File: src/rtl/mqaps_pkg.sv
// shared types, constants and saturating helpers of the q-axis plant step core
`default_nettype none

package mqaps_pkg;

    localparam int unsigned DATA_W     = 32;
    localparam int unsigned GAIN_W     = 31;
    localparam int unsigned ANGLE_W    = 19;
    localparam int unsigned MUL_STEPS  = 31;
    localparam int unsigned WRAP_STEPS = 32;

    // 2*pi in q16, and 2^31 mod 2*pi for the offset-binary modulo
    localparam logic [ANGLE_W-1:0] TWO_PI_Q16 = 19'd411775;
    localparam logic [ANGLE_W-1:0] OFFSET_MOD = 19'd77023;
    localparam logic [ANGLE_W-1:0] WRAP_FIX   = TWO_PI_Q16 - OFFSET_MOD;

    typedef enum logic [2:0] {
        REG_RESISTANCE   = 3'd0,
        REG_CURRENT_STEP = 3'd1,
        REG_BACK_EMF     = 3'd2,
        REG_TORQUE       = 3'd3,
        REG_FRICTION     = 3'd4,
        REG_SPEED_STEP   = 3'd5,
        REG_ANGLE_STEP   = 3'd6
    } reg_index_t;

    typedef enum logic [2:0] {
        ST_IDLE,
        ST_MUL_GO,
        ST_MUL_RUN,
        ST_WRAP_GO,
        ST_WRAP_RUN,
        ST_DONE
    } state_t;

    typedef enum logic [2:0] {
        OP_DROP     = 3'd0,
        OP_EMF      = 3'd1,
        OP_CURRENT  = 3'd2,
        OP_TORQUE   = 3'd3,
        OP_FRICTION = 3'd4,
        OP_SPEED    = 3'd5,
        OP_ANGLE    = 3'd6
    } op_t;

    typedef struct packed {
        logic                     start;
        logic signed [DATA_W-1:0] value;
        logic [GAIN_W-1:0]        gain;
    } mul_req_t;

    typedef struct packed {
        logic                     done;
        logic signed [DATA_W-1:0] product;
    } mul_rsp_t;

    typedef struct packed {
        logic                     start;
        logic signed [DATA_W-1:0] value;
    } wrap_req_t;

    typedef struct packed {
        logic               done;
        logic [ANGLE_W-1:0] angle;
    } wrap_rsp_t;

    function automatic logic signed [DATA_W-1:0] sat_add(
        input logic signed [DATA_W-1:0] a,
        input logic signed [DATA_W-1:0] b
    );
        logic signed [DATA_W:0] s;
        s = {a[DATA_W-1], a} + {b[DATA_W-1], b};
        if (s[DATA_W] != s[DATA_W-1]) begin
            sat_add = s[DATA_W] ? {1'b1, {(DATA_W-1){1'b0}}} : {1'b0, {(DATA_W-1){1'b1}}};
        end else begin
            sat_add = s[DATA_W-1:0];
        end
    endfunction

    function automatic logic signed [DATA_W-1:0] sat_sub(
        input logic signed [DATA_W-1:0] a,
        input logic signed [DATA_W-1:0] b
    );
        logic signed [DATA_W:0] s;
        s = {a[DATA_W-1], a} - {b[DATA_W-1], b};
        if (s[DATA_W] != s[DATA_W-1]) begin
            sat_sub = s[DATA_W] ? {1'b1, {(DATA_W-1){1'b0}}} : {1'b0, {(DATA_W-1){1'b1}}};
        end else begin
            sat_sub = s[DATA_W-1:0];
        end
    endfunction

endpackage

`default_nettype wire

File: src/rtl/mqaps_mul.sv
// bit-serial q16 multiplier: signed value times unsigned gain, floor shift and saturation
`default_nettype none

module mqaps_mul (
    input  wire                  aclk,
    input  wire                  aresetn,
    input  mqaps_pkg::mul_req_t  req,
    output mqaps_pkg::mul_rsp_t  rsp
);
    import mqaps_pkg::*;

    logic signed [DATA_W:0]   hi_reg, hi_next;
    logic [GAIN_W-1:0]        lo_reg, lo_next;
    logic signed [DATA_W-1:0] mcand_reg, mcand_next;
    logic [4:0]               cnt_reg, cnt_next;
    logic                     busy_reg, busy_next;
    logic                     done_reg, done_next;

    logic signed [DATA_W:0]   addend;
    logic signed [DATA_W:0]   sum;
    logic                     fits;

    always_comb begin
        addend     = lo_reg[0] ? {mcand_reg[DATA_W-1], mcand_reg} : '0;
        sum        = hi_reg + addend;
        hi_next    = hi_reg;
        lo_next    = lo_reg;
        mcand_next = mcand_reg;
        cnt_next   = cnt_reg;
        busy_next  = busy_reg;
        done_next  = 1'b0;
        if (req.start) begin
            hi_next    = '0;
            lo_next    = req.gain;
            mcand_next = req.value;
            cnt_next   = '0;
            busy_next  = 1'b1;
        end else if (busy_reg) begin
            hi_next  = sum >>> 1;
            lo_next  = {sum[0], lo_reg[GAIN_W-1:1]};
            cnt_next = cnt_reg + 5'd1;
            if (cnt_reg == 5'(MUL_STEPS - 1)) begin
                busy_next = 1'b0;
                done_next = 1'b1;
            end
        end
    end

    always_ff @(posedge aclk) begin
        if (!aresetn) begin
            busy_reg <= 1'b0;
            done_reg <= 1'b0;
            cnt_reg  <= '0;
        end else begin
            busy_reg <= busy_next;
            done_reg <= done_next;
            cnt_reg  <= cnt_next;
        end
        hi_reg    <= hi_next;
        lo_reg    <= lo_next;
        mcand_reg <= mcand_next;
    end

    // full product is {hi, lo}; floor shift by 16 keeps hi[16:0] and lo[30:16]
    assign fits = (&hi_reg[DATA_W:16]) | ~(|hi_reg[DATA_W:16]);

    always_comb begin
        rsp.done = done_reg;
        if (fits) begin
            rsp.product = {hi_reg[16:0], lo_reg[GAIN_W-1:16]};
        end else begin
            rsp.product = hi_reg[DATA_W] ? {1'b1, {(DATA_W-1){1'b0}}}
                                         : {1'b0, {(DATA_W-1){1'b1}}};
        end
    end

endmodule

`default_nettype wire

File: src/rtl/mqaps_wrap.sv
// bit-serial reduction of a signed q16 angle into [0, 2*pi)
`default_nettype none

module mqaps_wrap (
    input  wire                   aclk,
    input  wire                   aresetn,
    input  mqaps_pkg::wrap_req_t  req,
    output mqaps_pkg::wrap_rsp_t  rsp
);
    import mqaps_pkg::*;

    logic [DATA_W-1:0]  val_reg, val_next;
    logic [ANGLE_W-1:0] rem_reg, rem_next;
    logic [4:0]         cnt_reg, cnt_next;
    logic               busy_reg, busy_next;
    logic               done_reg, done_next;

    logic [ANGLE_W:0]   trial;
    logic [ANGLE_W:0]   diff;

    always_comb begin
        trial     = {rem_reg, val_reg[DATA_W-1]};
        diff      = trial - {1'b0, TWO_PI_Q16};
        val_next  = val_reg;
        rem_next  = rem_reg;
        cnt_next  = cnt_reg;
        busy_next = busy_reg;
        done_next = 1'b0;
        if (req.start) begin
            // offset binary: value plus 2^31, corrected after the reduction
            val_next  = {~req.value[DATA_W-1], req.value[DATA_W-2:0]};
            rem_next  = '0;
            cnt_next  = '0;
            busy_next = 1'b1;
        end else if (busy_reg) begin
            val_next = {val_reg[DATA_W-2:0], 1'b0};
            rem_next = (trial >= {1'b0, TWO_PI_Q16}) ? diff[ANGLE_W-1:0] : trial[ANGLE_W-1:0];
            cnt_next = cnt_reg + 5'd1;
            if (cnt_reg == 5'(WRAP_STEPS - 1)) begin
                busy_next = 1'b0;
                done_next = 1'b1;
            end
        end
    end

    always_ff @(posedge aclk) begin
        if (!aresetn) begin
            busy_reg <= 1'b0;
            done_reg <= 1'b0;
            cnt_reg  <= '0;
        end else begin
            busy_reg <= busy_next;
            done_reg <= done_next;
            cnt_reg  <= cnt_next;
        end
        val_reg <= val_next;
        rem_reg <= rem_next;
    end

    always_comb begin
        rsp.done = done_reg;
        if (rem_reg >= OFFSET_MOD) begin
            rsp.angle = rem_reg - OFFSET_MOD;
        end else begin
            rsp.angle = rem_reg + WRAP_FIX;
        end
    end

endmodule

`default_nettype wire

File: src/rtl/motor_q_axis_plant_step_core.sv
// top level of the q-axis motor plant step core
`default_nettype none

// Simulated PMSM q-axis plant in Q16.16, one forward-Euler step per input word.
// A step word (tuser 0) runs seven q16 products through one bit-serial
// multiplier, then reduces the new angle modulo 2*pi in a bit-serial divider.
// A reset word (tuser 1) clears current and speed and only wraps the angle
// offset. One word is in work at a time; the next word is taken as soon as the
// result sits in the output register, even if the downstream side has not yet
// taken it. Gain registers are to be written through cfg_we/cfg_index/cfg_data
// only while the core is idle; the core itself does not enforce this.
module motor_q_axis_plant_step_core (
    input  wire         aclk,
    input  wire         aresetn,
    input  wire         s_tvalid,
    output logic        s_tready,
    input  wire  [63:0] s_tdata,    // voltage_q [31:0], angle_offset [63:32]
    input  wire  [0:0]  s_tuser,    // kind [0]
    output logic        m_tvalid,
    input  wire         m_tready,
    output logic [87:0] m_tdata,    // rotor_angle [18:0], rotor_speed [50:19],
                                    // q_current [82:51], zero [87:83]
    input  wire         cfg_we,
    input  wire  [2:0]  cfg_index,
    input  wire  [30:0] cfg_data
);
    import mqaps_pkg::*;

    logic [GAIN_W-1:0] resistance_gain_reg;
    logic [GAIN_W-1:0] current_step_gain_reg;
    logic [GAIN_W-1:0] back_emf_gain_reg;
    logic [GAIN_W-1:0] torque_gain_reg;
    logic [GAIN_W-1:0] friction_gain_reg;
    logic [GAIN_W-1:0] speed_step_gain_reg;
    logic [GAIN_W-1:0] angle_step_gain_reg;

    state_t                   state_reg, state_next;
    op_t                      op_reg, op_next;
    logic signed [DATA_W-1:0] current_reg, current_next;
    logic signed [DATA_W-1:0] speed_reg, speed_next;
    logic [ANGLE_W-1:0]       angle_reg, angle_next;
    logic signed [DATA_W-1:0] tmp_reg, tmp_next;
    logic signed [DATA_W-1:0] volt_reg, volt_next;
    logic signed [DATA_W-1:0] wrap_in_reg, wrap_in_next;
    logic                     m_valid_reg, m_valid_next;
    logic [87:0]              m_data_reg, m_data_next;

    mul_req_t  mul_req;
    mul_rsp_t  mul_rsp;
    wrap_req_t wrap_req;
    wrap_rsp_t wrap_rsp;

    logic signed [DATA_W-1:0] mul_value;
    logic [GAIN_W-1:0]        mul_gain;

    mqaps_mul u_mul (
        .aclk    (aclk),
        .aresetn (aresetn),
        .req     (mul_req),
        .rsp     (mul_rsp)
    );

    mqaps_wrap u_wrap (
        .aclk    (aclk),
        .aresetn (aresetn),
        .req     (wrap_req),
        .rsp     (wrap_rsp)
    );

    always_ff @(posedge aclk) begin
        if (!aresetn) begin
            resistance_gain_reg   <= '0;
            current_step_gain_reg <= '0;
            back_emf_gain_reg     <= '0;
            torque_gain_reg       <= '0;
            friction_gain_reg     <= '0;
            speed_step_gain_reg   <= '0;
            angle_step_gain_reg   <= '0;
        end else if (cfg_we) begin
            unique case (reg_index_t'(cfg_index))
                REG_RESISTANCE:   resistance_gain_reg   <= cfg_data;
                REG_CURRENT_STEP: current_step_gain_reg <= cfg_data;
                REG_BACK_EMF:     back_emf_gain_reg     <= cfg_data;
                REG_TORQUE:       torque_gain_reg       <= cfg_data;
                REG_FRICTION:     friction_gain_reg     <= cfg_data;
                REG_SPEED_STEP:   speed_step_gain_reg   <= cfg_data;
                REG_ANGLE_STEP:   angle_step_gain_reg   <= cfg_data;
                default: begin
                end
            endcase
        end
    end

    // operand select for the shared multiplier
    always_comb begin
        unique case (op_reg)
            OP_DROP: begin
                mul_value = current_reg;
                mul_gain  = resistance_gain_reg;
            end
            OP_EMF: begin
                mul_value = speed_reg;
                mul_gain  = back_emf_gain_reg;
            end
            OP_CURRENT: begin
                mul_value = tmp_reg;
                mul_gain  = current_step_gain_reg;
            end
            OP_TORQUE: begin
                mul_value = current_reg;
                mul_gain  = torque_gain_reg;
            end
            OP_FRICTION: begin
                mul_value = speed_reg;
                mul_gain  = friction_gain_reg;
            end
            OP_SPEED: begin
                mul_value = tmp_reg;
                mul_gain  = speed_step_gain_reg;
            end
            OP_ANGLE: begin
                mul_value = speed_reg;
                mul_gain  = angle_step_gain_reg;
            end
            default: begin
                mul_value = speed_reg;
                mul_gain  = angle_step_gain_reg;
            end
        endcase
    end

    always_comb begin
        state_next     = state_reg;
        op_next        = op_reg;
        current_next   = current_reg;
        speed_next     = speed_reg;
        angle_next     = angle_reg;
        tmp_next       = tmp_reg;
        volt_next      = volt_reg;
        wrap_in_next   = wrap_in_reg;
        m_data_next    = m_data_reg;
        m_valid_next   = m_valid_reg && !m_tready;
        mul_req.start  = 1'b0;
        mul_req.value  = mul_value;
        mul_req.gain   = mul_gain;
        wrap_req.start = 1'b0;
        wrap_req.value = wrap_in_reg;
        s_tready       = 1'b0;

        unique case (state_reg)
            ST_IDLE: begin
                s_tready = 1'b1;
                if (s_tvalid) begin
                    if (s_tuser[0]) begin
                        wrap_in_next = s_tdata[63:32];
                        current_next = '0;
                        speed_next   = '0;
                        state_next   = ST_WRAP_GO;
                    end else begin
                        volt_next  = s_tdata[31:0];
                        op_next    = OP_DROP;
                        state_next = ST_MUL_GO;
                    end
                end
            end
            ST_MUL_GO: begin
                mul_req.start = 1'b1;
                state_next    = ST_MUL_RUN;
            end
            ST_MUL_RUN: begin
                if (mul_rsp.done) begin
                    op_next    = op_t'(op_reg + 3'd1);
                    state_next = ST_MUL_GO;
                    unique case (op_reg)
                        OP_DROP:     tmp_next = mul_rsp.product;
                        OP_EMF:      tmp_next = sat_sub(volt_reg,
                                                        sat_add(tmp_reg, mul_rsp.product));
                        OP_CURRENT:  current_next = sat_add(current_reg, mul_rsp.product);
                        OP_TORQUE:   tmp_next = mul_rsp.product;
                        OP_FRICTION: tmp_next = sat_sub(tmp_reg, mul_rsp.product);
                        OP_SPEED:    speed_next = sat_add(speed_reg, mul_rsp.product);
                        OP_ANGLE: begin
                            wrap_in_next = sat_add({{(DATA_W-ANGLE_W){1'b0}}, angle_reg},
                                                   mul_rsp.product);
                            op_next      = OP_DROP;
                            state_next   = ST_WRAP_GO;
                        end
                        default: begin
                            op_next    = OP_DROP;
                            state_next = ST_IDLE;
                        end
                    endcase
                end
            end
            ST_WRAP_GO: begin
                wrap_req.start = 1'b1;
                state_next     = ST_WRAP_RUN;
            end
            ST_WRAP_RUN: begin
                if (wrap_rsp.done) begin
                    angle_next = wrap_rsp.angle;
                    state_next = ST_DONE;
                end
            end
            ST_DONE: begin
                if (!m_valid_reg || m_tready) begin
                    m_data_next  = {5'b0, current_reg, speed_reg, angle_reg};
                    m_valid_next = 1'b1;
                    state_next   = ST_IDLE;
                end
            end
            default: begin
                state_next = ST_IDLE;
            end
        endcase
    end

    always_ff @(posedge aclk) begin
        if (!aresetn) begin
            state_reg   <= ST_IDLE;
            op_reg      <= OP_DROP;
            current_reg <= '0;
            speed_reg   <= '0;
            angle_reg   <= '0;
            m_valid_reg <= 1'b0;
        end else begin
            state_reg   <= state_next;
            op_reg      <= op_next;
            current_reg <= current_next;
            speed_reg   <= speed_next;
            angle_reg   <= angle_next;
            m_valid_reg <= m_valid_next;
        end
        tmp_reg     <= tmp_next;
        volt_reg    <= volt_next;
        wrap_in_reg <= wrap_in_next;
        m_data_reg  <= m_data_next;
    end

    assign m_tvalid = m_valid_reg;
    assign m_tdata  = m_data_reg;

endmodule

`default_nettype wire

File: config.mk
export PLATFORM = sky130hd
export DESIGN_NAME = motor_q_axis_plant_step_core
export DESIGN_NICKNAME = d
export VERILOG_FILES = /design/src/rtl/mqaps_pkg.sv /design/src/rtl/mqaps_mul.sv /design/src/rtl/mqaps_wrap.sv /design/src/rtl/motor_q_axis_plant_step_core.sv
export SDC_FILE = /design/constraint.sdc
export NUM_CORES = 2
export LEC_CHECK = 0
export ABC_AREA = 1
export BUFFER_PORTS_ARGS = -buffer_cell sky130_fd_sc_hd__clkbuf_2
export CAP_MARGIN = 40
export CORE_MARGIN = 8
export CORE_UTILIZATION = 30
export CTS_CLUSTER_SIZE = 24
export DETAILED_ROUTE_END_ITERATION = 8
export SLEW_MARGIN = 20
export SYNTH_ARGS = -nofsm -noshare
export SYNTH_HDL_FRONTEND = slang
export SYNTH_SLANG_ARGS = --single-unit
File: constraint.sdc
create_clock -name aclk -period 5.5 [get_ports aclk]
set_input_delay 0 -clock aclk [delete_from_list [all_inputs] [get_ports aclk]]
set_output_delay 0 -clock aclk [all_outputs]
set_load 0.005 [all_outputs]
# After elaboration in Yosys (flattened, before gate mapping)
# Cells that the tools add are included.
# classes
bitwise_logic	7
div_mod_pow	0
n_shift	0
muxes	65
n_lt_le_gt_ge	2
reduce_logical	36
multipliers	0
n_eq_ne	34
addsub	13
# ops
operator	n
$mux 32	29
$pmux 32 s2	4
$pmux 31 s6	1
$add 32x32->33	3
$pmux 32 s3	1
$sub 32x32->33	2
$mux 31	2
$mux 19	2
$add 20x32->33	1
$add 32x33->33	1
$mux 33	1
$eq 3x3->1 const B	8
$mux 3	8
$ge 20x19->1 const B	1
$add 19x19->19 const B	1
$ge 19x17->1 const B	1
$sub 19x17->19 const B	1
$sub 19x19->19 const B	1
$eq 3x2->1 const B	6
$pmux 3 s6	1
$reduce_and 2->1	9
$reduce_and 17->1	1
$reduce_or 17->1	1
$reduce_and 5->1	3
24 further kinds	68
# word_totals
input_bits	104
mem_count	0
register_bits	646
ramBits	0
latchBits	0
rom_bits	0
output_inout_bits	90

# Depth between registers and ports, before layout
# logic_depth
ltp_word	14
mapped_depth	46
depth_no_buf	42

# By module
# A second synthesis with hierarchy kept.
# hier_totals
cells_unflattened	6437
hier_area_um2	43960.9
# by_module_without_submodules
module	area_each_um2	cells_per_inst	n_inst	seq_area_each_um2
motor_q_axis_plant_step_core	32925.3	4789	1	11521.0
mqaps_mul	6791.5	1004	1	2672.6
mqaps_wrap	4244.1	644	1	1481.4

# Worst setup path after synthesis
# Ideal clock, no wire load.
# synth_path
path_kind	reg-to-reg
from	register, netlist name u_mul.hi_reg[31]
to	register tmp_reg[0] (data pin)
setup_ps	259
arrival_time_ps	5726
path_buffers	6
required_time_ps	5241
slack_ps	-485
path_stages_with_launch	43
synth_period_minus_slack_ps	5985
cell_sequence	dfxtp_1 > buf_6 > nor2_1 > nand2_1 > nor2_2 > nand2_2 > nand3_4 > buf_8 > clkbuf_1 > buf_2 > o21ai_0 > inv_1 > ha_1 > inv_1 > fa_1 > inv_1 > nand2_1 > o21ai_2 > [... 7 more ...] > nand2_1 > buf_2 > a21oi_1 > ha_1 > fa_1 > o21ai_1 > a21oi_1 > o21ai_1 > nand2_1 > nand2_1 > nand2_1 > nand2_1 > nand2_1 > buf_2 > nand2_1 > inv_1 > nand2_1 > nand3_1
# synth_via
elab_chain_cells	14
# synth_rtl
item	line_no	rtl
$reduce_or 17->1	mqaps_mul.sv:65	assign fits = (&hi_reg[DATA_W:16]) | ~(|hi_reg[DATA_W:16]);
$not 1->1	mqaps_mul.sv:65	
$or 1x1->1	mqaps_mul.sv:65	
$mux 32 *	mqaps_mul.sv:69	if (fits) begin
$add 32x32->33	mqaps_pkg.sv:72	s = {a[DATA_W-1], a} + {b[DATA_W-1], b};
$mux 32 / $ne 1x1->1 (equally long branches)	mqaps_pkg.sv:74, mqaps_pkg.sv:73	
$mux 32	mqaps_pkg.sv:73	if (s[DATA_W] != s[DATA_W-1]) begin
$mux 32	motor_q_axis_plant_step_core.sv:174	unique case (op_reg)
$mux 32	motor_q_axis_plant_step_core.sv:171	if (mul_rsp.done) begin
$mux 32	motor_q_axis_plant_step_core.sv:150	unique case (state_reg)
$sub 32x32->33	mqaps_pkg.sv:85	s = {a[DATA_W-1], a} - {b[DATA_W-1], b};
$mux 32 / $ne 1x1->1 (equally long branches)	mqaps_pkg.sv:87, mqaps_pkg.sv:86	
$mux 32	mqaps_pkg.sv:86	if (s[DATA_W] != s[DATA_W-1]) begin
$pmux 32 s3 *	motor_q_axis_plant_step_core.sv:174	
to (signal assigned)	motor_q_axis_plant_step_core.sv:234	tmp_reg <= tmp_next;
to (decl)	motor_q_axis_plant_step_core.sv:42	logic signed [DATA_W-1:0] tmp_reg, tmp_next;
# Mark *: on every way between the ends. The rest lies on a longest branch, timed or not. The select of a mux whose other input is x is not followed.
# A chain may end at the register's enable or synchronous reset.

# Worst setup path after layout
# layout_path
from	register u_mul.hi_reg[17]
to	register tmp_reg[23] (data pin)
# layout_via
elab_chain_cells	14
# layout_rtl
item	line_no	rtl
from (decl)	mqaps_mul.sv:12	logic signed [DATA_W:0] hi_reg, hi_next;
from (signal assigned)	mqaps_mul.sv:59	hi_reg <= hi_next;
$reduce_or 17->1	mqaps_mul.sv:65	
$not 1->1	mqaps_mul.sv:65	
$or 1x1->1 *	mqaps_mul.sv:65	
$mux 32 *	mqaps_mul.sv:69	
$add 32x32->33	mqaps_pkg.sv:72	
$mux 32 / $ne 1x1->1 (equally long branches)	mqaps_pkg.sv:74, mqaps_pkg.sv:73	
$mux 32	mqaps_pkg.sv:73	
$mux 32	motor_q_axis_plant_step_core.sv:174	
$mux 32	motor_q_axis_plant_step_core.sv:171	
$mux 32	motor_q_axis_plant_step_core.sv:150	
$sub 32x32->33	mqaps_pkg.sv:85	
$mux 32 / $ne 1x1->1 (equally long branches)	mqaps_pkg.sv:87, mqaps_pkg.sv:86	
$mux 32	mqaps_pkg.sv:86	
$pmux 32 s3 *	motor_q_axis_plant_step_core.sv:174	
# Marked as above.

==> results.sh <==
export IMPL_fp_dieH_um=386
export IMPL_timing_max_cap_violations=0
export IMPL_status="complete, no violations"
export IMPL_wl_per_cell_um=20.0
export IMPL_syn_avg_cell_area_um2=7.10
export IMPL_ys_warn_count=0
export IMPL_dp_cells=7926
export IMPL_drt_wl_total_um=164000
export IMPL_io_pins=194
export IMPL_grt_pass1_vias=39700
export IMPL_power_density_mw_per_mm2=653
export IMPL_cp_common_cell="nand2_1"
export IMPL_cts_tree="yes"
export IMPL_num_fill_cells=14300
export IMPL_drc_errors=0
export IMPL_dieArea_mm2=0.149
export IMPL_port_buffers=188
export IMPL_slew_headroom=0.428
export IMPL_layout_cells_non_filler=8205
export IMPL_gp_congestion=1.00
export IMPL_drtIter0Drc=4210
export IMPL_ctsHtreeMaxLevel=3
export IMPL_nNetsFinal=6679
export IMPL_vdd_drop_max_mv=0.409
export IMPL_hold_viol=0
export IMPL_synth_top_cells_by_count="1397 x nand2_1, 742 x nor2_1, 570 x inv_1"
export IMPL_ant_nets=0
export IMPL_synth_edf_count=274
export IMPL_hold_class="in2reg"
export IMPL_clockRootBuffer="clkbuf_16"
export IMPL_ys_types=57
export IMPL_report_final_slew_viol_count=0
export IMPL_vias=42000
export IMPL_synth_top_cell_by_area="edfxtp_1"
export IMPL_synth_area_leaders="edfxtp_1 20%, dfxtp_1 18%, nand2_1 13%, ha_1 6.8%, nor2_1 6.8%"
export IMPL_cp_max_fo=7
export IMPL_core_area_mm2=0.137
export IMPL_place_area_mm2=0.0465
export IMPL_globalRouteTotalUtil=0.206
export IMPL_layout_min_cycle_time_ns=5.30
export IMPL_slowest_delay_ns=0.37
export IMPL_synth_ff_type="dfxtp_1"
export IMPL_yosysMostFrequentCell="nand2_1"
export IMPL_p_leak_nw=23.3
export IMPL_cts_buffers=76
export IMPL_drive_gt1_frac=0.167
export IMPL_firstDrtPassIters=6
export IMPL_rows=136
export IMPL_vias_per_cell=5.12
export IMPL_finalCritPeriodShare=0.963
export IMPL_antenna_found_initial=6
export IMPL_cp_required_ns=5.93
export IMPL_finalSetupViolCount=0
export IMPL_path_class="reg2reg"
export IMPL_synth_seq_cells=646
export IMPL_finClkSkew_ns=0.0337
export IMPL_clockBufferDepth=3
export IMPL_cp_arrival_ns=5.73
export IMPL_setup_ws_ns=0.203
export IMPL_yosysSeqAreaShare=0.381
export IMPL_syn_inst=5796
export IMPL_cp_end_kind="flop"
export IMPL_globalRouteOverflowTotal=0
export IMPL_die_x_um=386
export IMPL_area_growth_pct=26.5
export IMPL_grt_start_max_net_pins=96
export IMPL_fmax_ghz=0.189
export IMPL_path_clk_slew_ns=0.06
export IMPL_syn_area_mm2=0.0412
export IMPL_grt_pass1_wl_um=243000
export IMPL_worstMarginPinSlew_ns=0.858
export IMPL_final_cell_area_mm2=0.0521
export IMPL_synth_top_area_frac=0.200
export IMPL_largest_register_ffs=83
export IMPL_async_reset_ff_frac=0
export IMPL_cts_sinks=646
export IMPL_initial_core_util=0.301
export IMPL_clock_latency_ns=0.69
export IMPL_pre_cts_slack_ns=-0.103
export IMPL_dp_hpwl_um=123000
export IMPL_worst_hold_slack_ns=0.0499
export IMPL_crit_slowest_cell="fa_2"
export IMPL_start_kind="flop"
==> logic make-up (layout without fill, tap and decap cells) <==
group / after synthesis / in the layout / synth area share
buffers and inverters: 824 / 1431 / 0.0781
AO/OA/AOI/OAI: 1202 / 1202 / 0.162
other: 1 / 9 / 0.0000911
XOR/XNOR: 171 / 171 / 0.0364
AND/OR/NAND/NOR: 2720 / 2720 / 0.271
flip-flops: 646 / 646 / 0.381
adder cells (fa/ha/maj): 232 / 232 / 0.0718
==> cells in the final DEF, fill, tap and decap left out, drive strengths merged, types with 19 or more instances in the layout <==
cell type    count
inv            584
clkinv          19
nand2         1411
a21oi          457
a221oi          20
o211ai          31
nor2           752
a21o            23
dlygate4sd3    103
xor2           124
xnor2           47
or2             25
o21bai          48
buf            407
nor3            52
clkbuf         302
nand4           43
o21ai          528
dfxtp          372
edfxtp         274
nand3          409
ha             225
==> routing by layer <==
| layer | track usage | wire (um) | vias up |
|---|---|---|---|
| li1 | - | - | 20300 |
| met1 | 0.285 | 73300 | 19800 |
| met2 | 0.325 | 72800 | 1674 |
| met3 | 0.0345 | 12300 | 286 |
| met4 | 0.0679 | 5690 | 4 |
| met5 | 0 | 27 | - |
==> cell type report <==
cell class              count  area [um2]  share of cell area
multi-input cells        4330       23800               0.456
inverters                 583        2210              0.0423
repair buffers            706        5500               0.106
clock buffers             106        2200              0.0423
well taps                1794        2240              0.0431
clock inverters            36         488             0.00937
flip-flops and latches    646       15700               0.301
diodes                      4        10.0            0.000192
==> report_power, final <==
part           leakage [nW]  internal [W]  switching, W  total (W)
clock                  1.29       0.00322       0.00225    0.00547
combinational          16.5       0.00877        0.0133     0.0221
sequential             5.55       0.00596      0.000518    0.00648
==> per-stage QoR <==
step	utilization	total power [W]	setup TNS (ns)
final	0.381	0.0340	0
after global routing	0.381	0.0361	-1.39
after CTS	0.368	0.0311	0
after detailed placement	0.340	0.0253	-0.698
after global placement	0.339	0.0252	-1.63
after floorplan	-	0.0172	0
==> worst max-delay path: cells and delay by family, from the launching register on <==
kind                       cells  cell delay [ns]
buffers and inverters          5             0.72
and+or+nand+nor               23             2.32
DFF                            1             0.36
adders and majority gates      3             0.85
AOI/OAI and AO/OA              6             0.77
==> final timing paths <==
| check | from | endpoint | slack (ns) | depth (start not counted) |
|---|---|---|---|---|
| max reg2reg | u_mul.hi_reg[17] | tmp_reg[23] | 0.20 | 37 |
| min | cfg_we | back_emf_gain_reg[15] | 0.05 | 7 |
| max | u_mul.hi_reg[17] | tmp_reg[23] | 0.20 | 37 |
| min reg2reg | torque_gain_reg[18] | torque_gain_reg[18] | 0.45 | 2 |
==> what timing repair did <==
action / CTS / global route
pin swaps: 11 / 70
resized for setup: 23 / 306
setup buffers: 1 / 19
hold buffers: 103 / 0
setup endpoints to repair: 28 / 32
cloned: 1 / 12
hold endpoints to repair: 331 / 0
(Power assumes the default switching activity.)
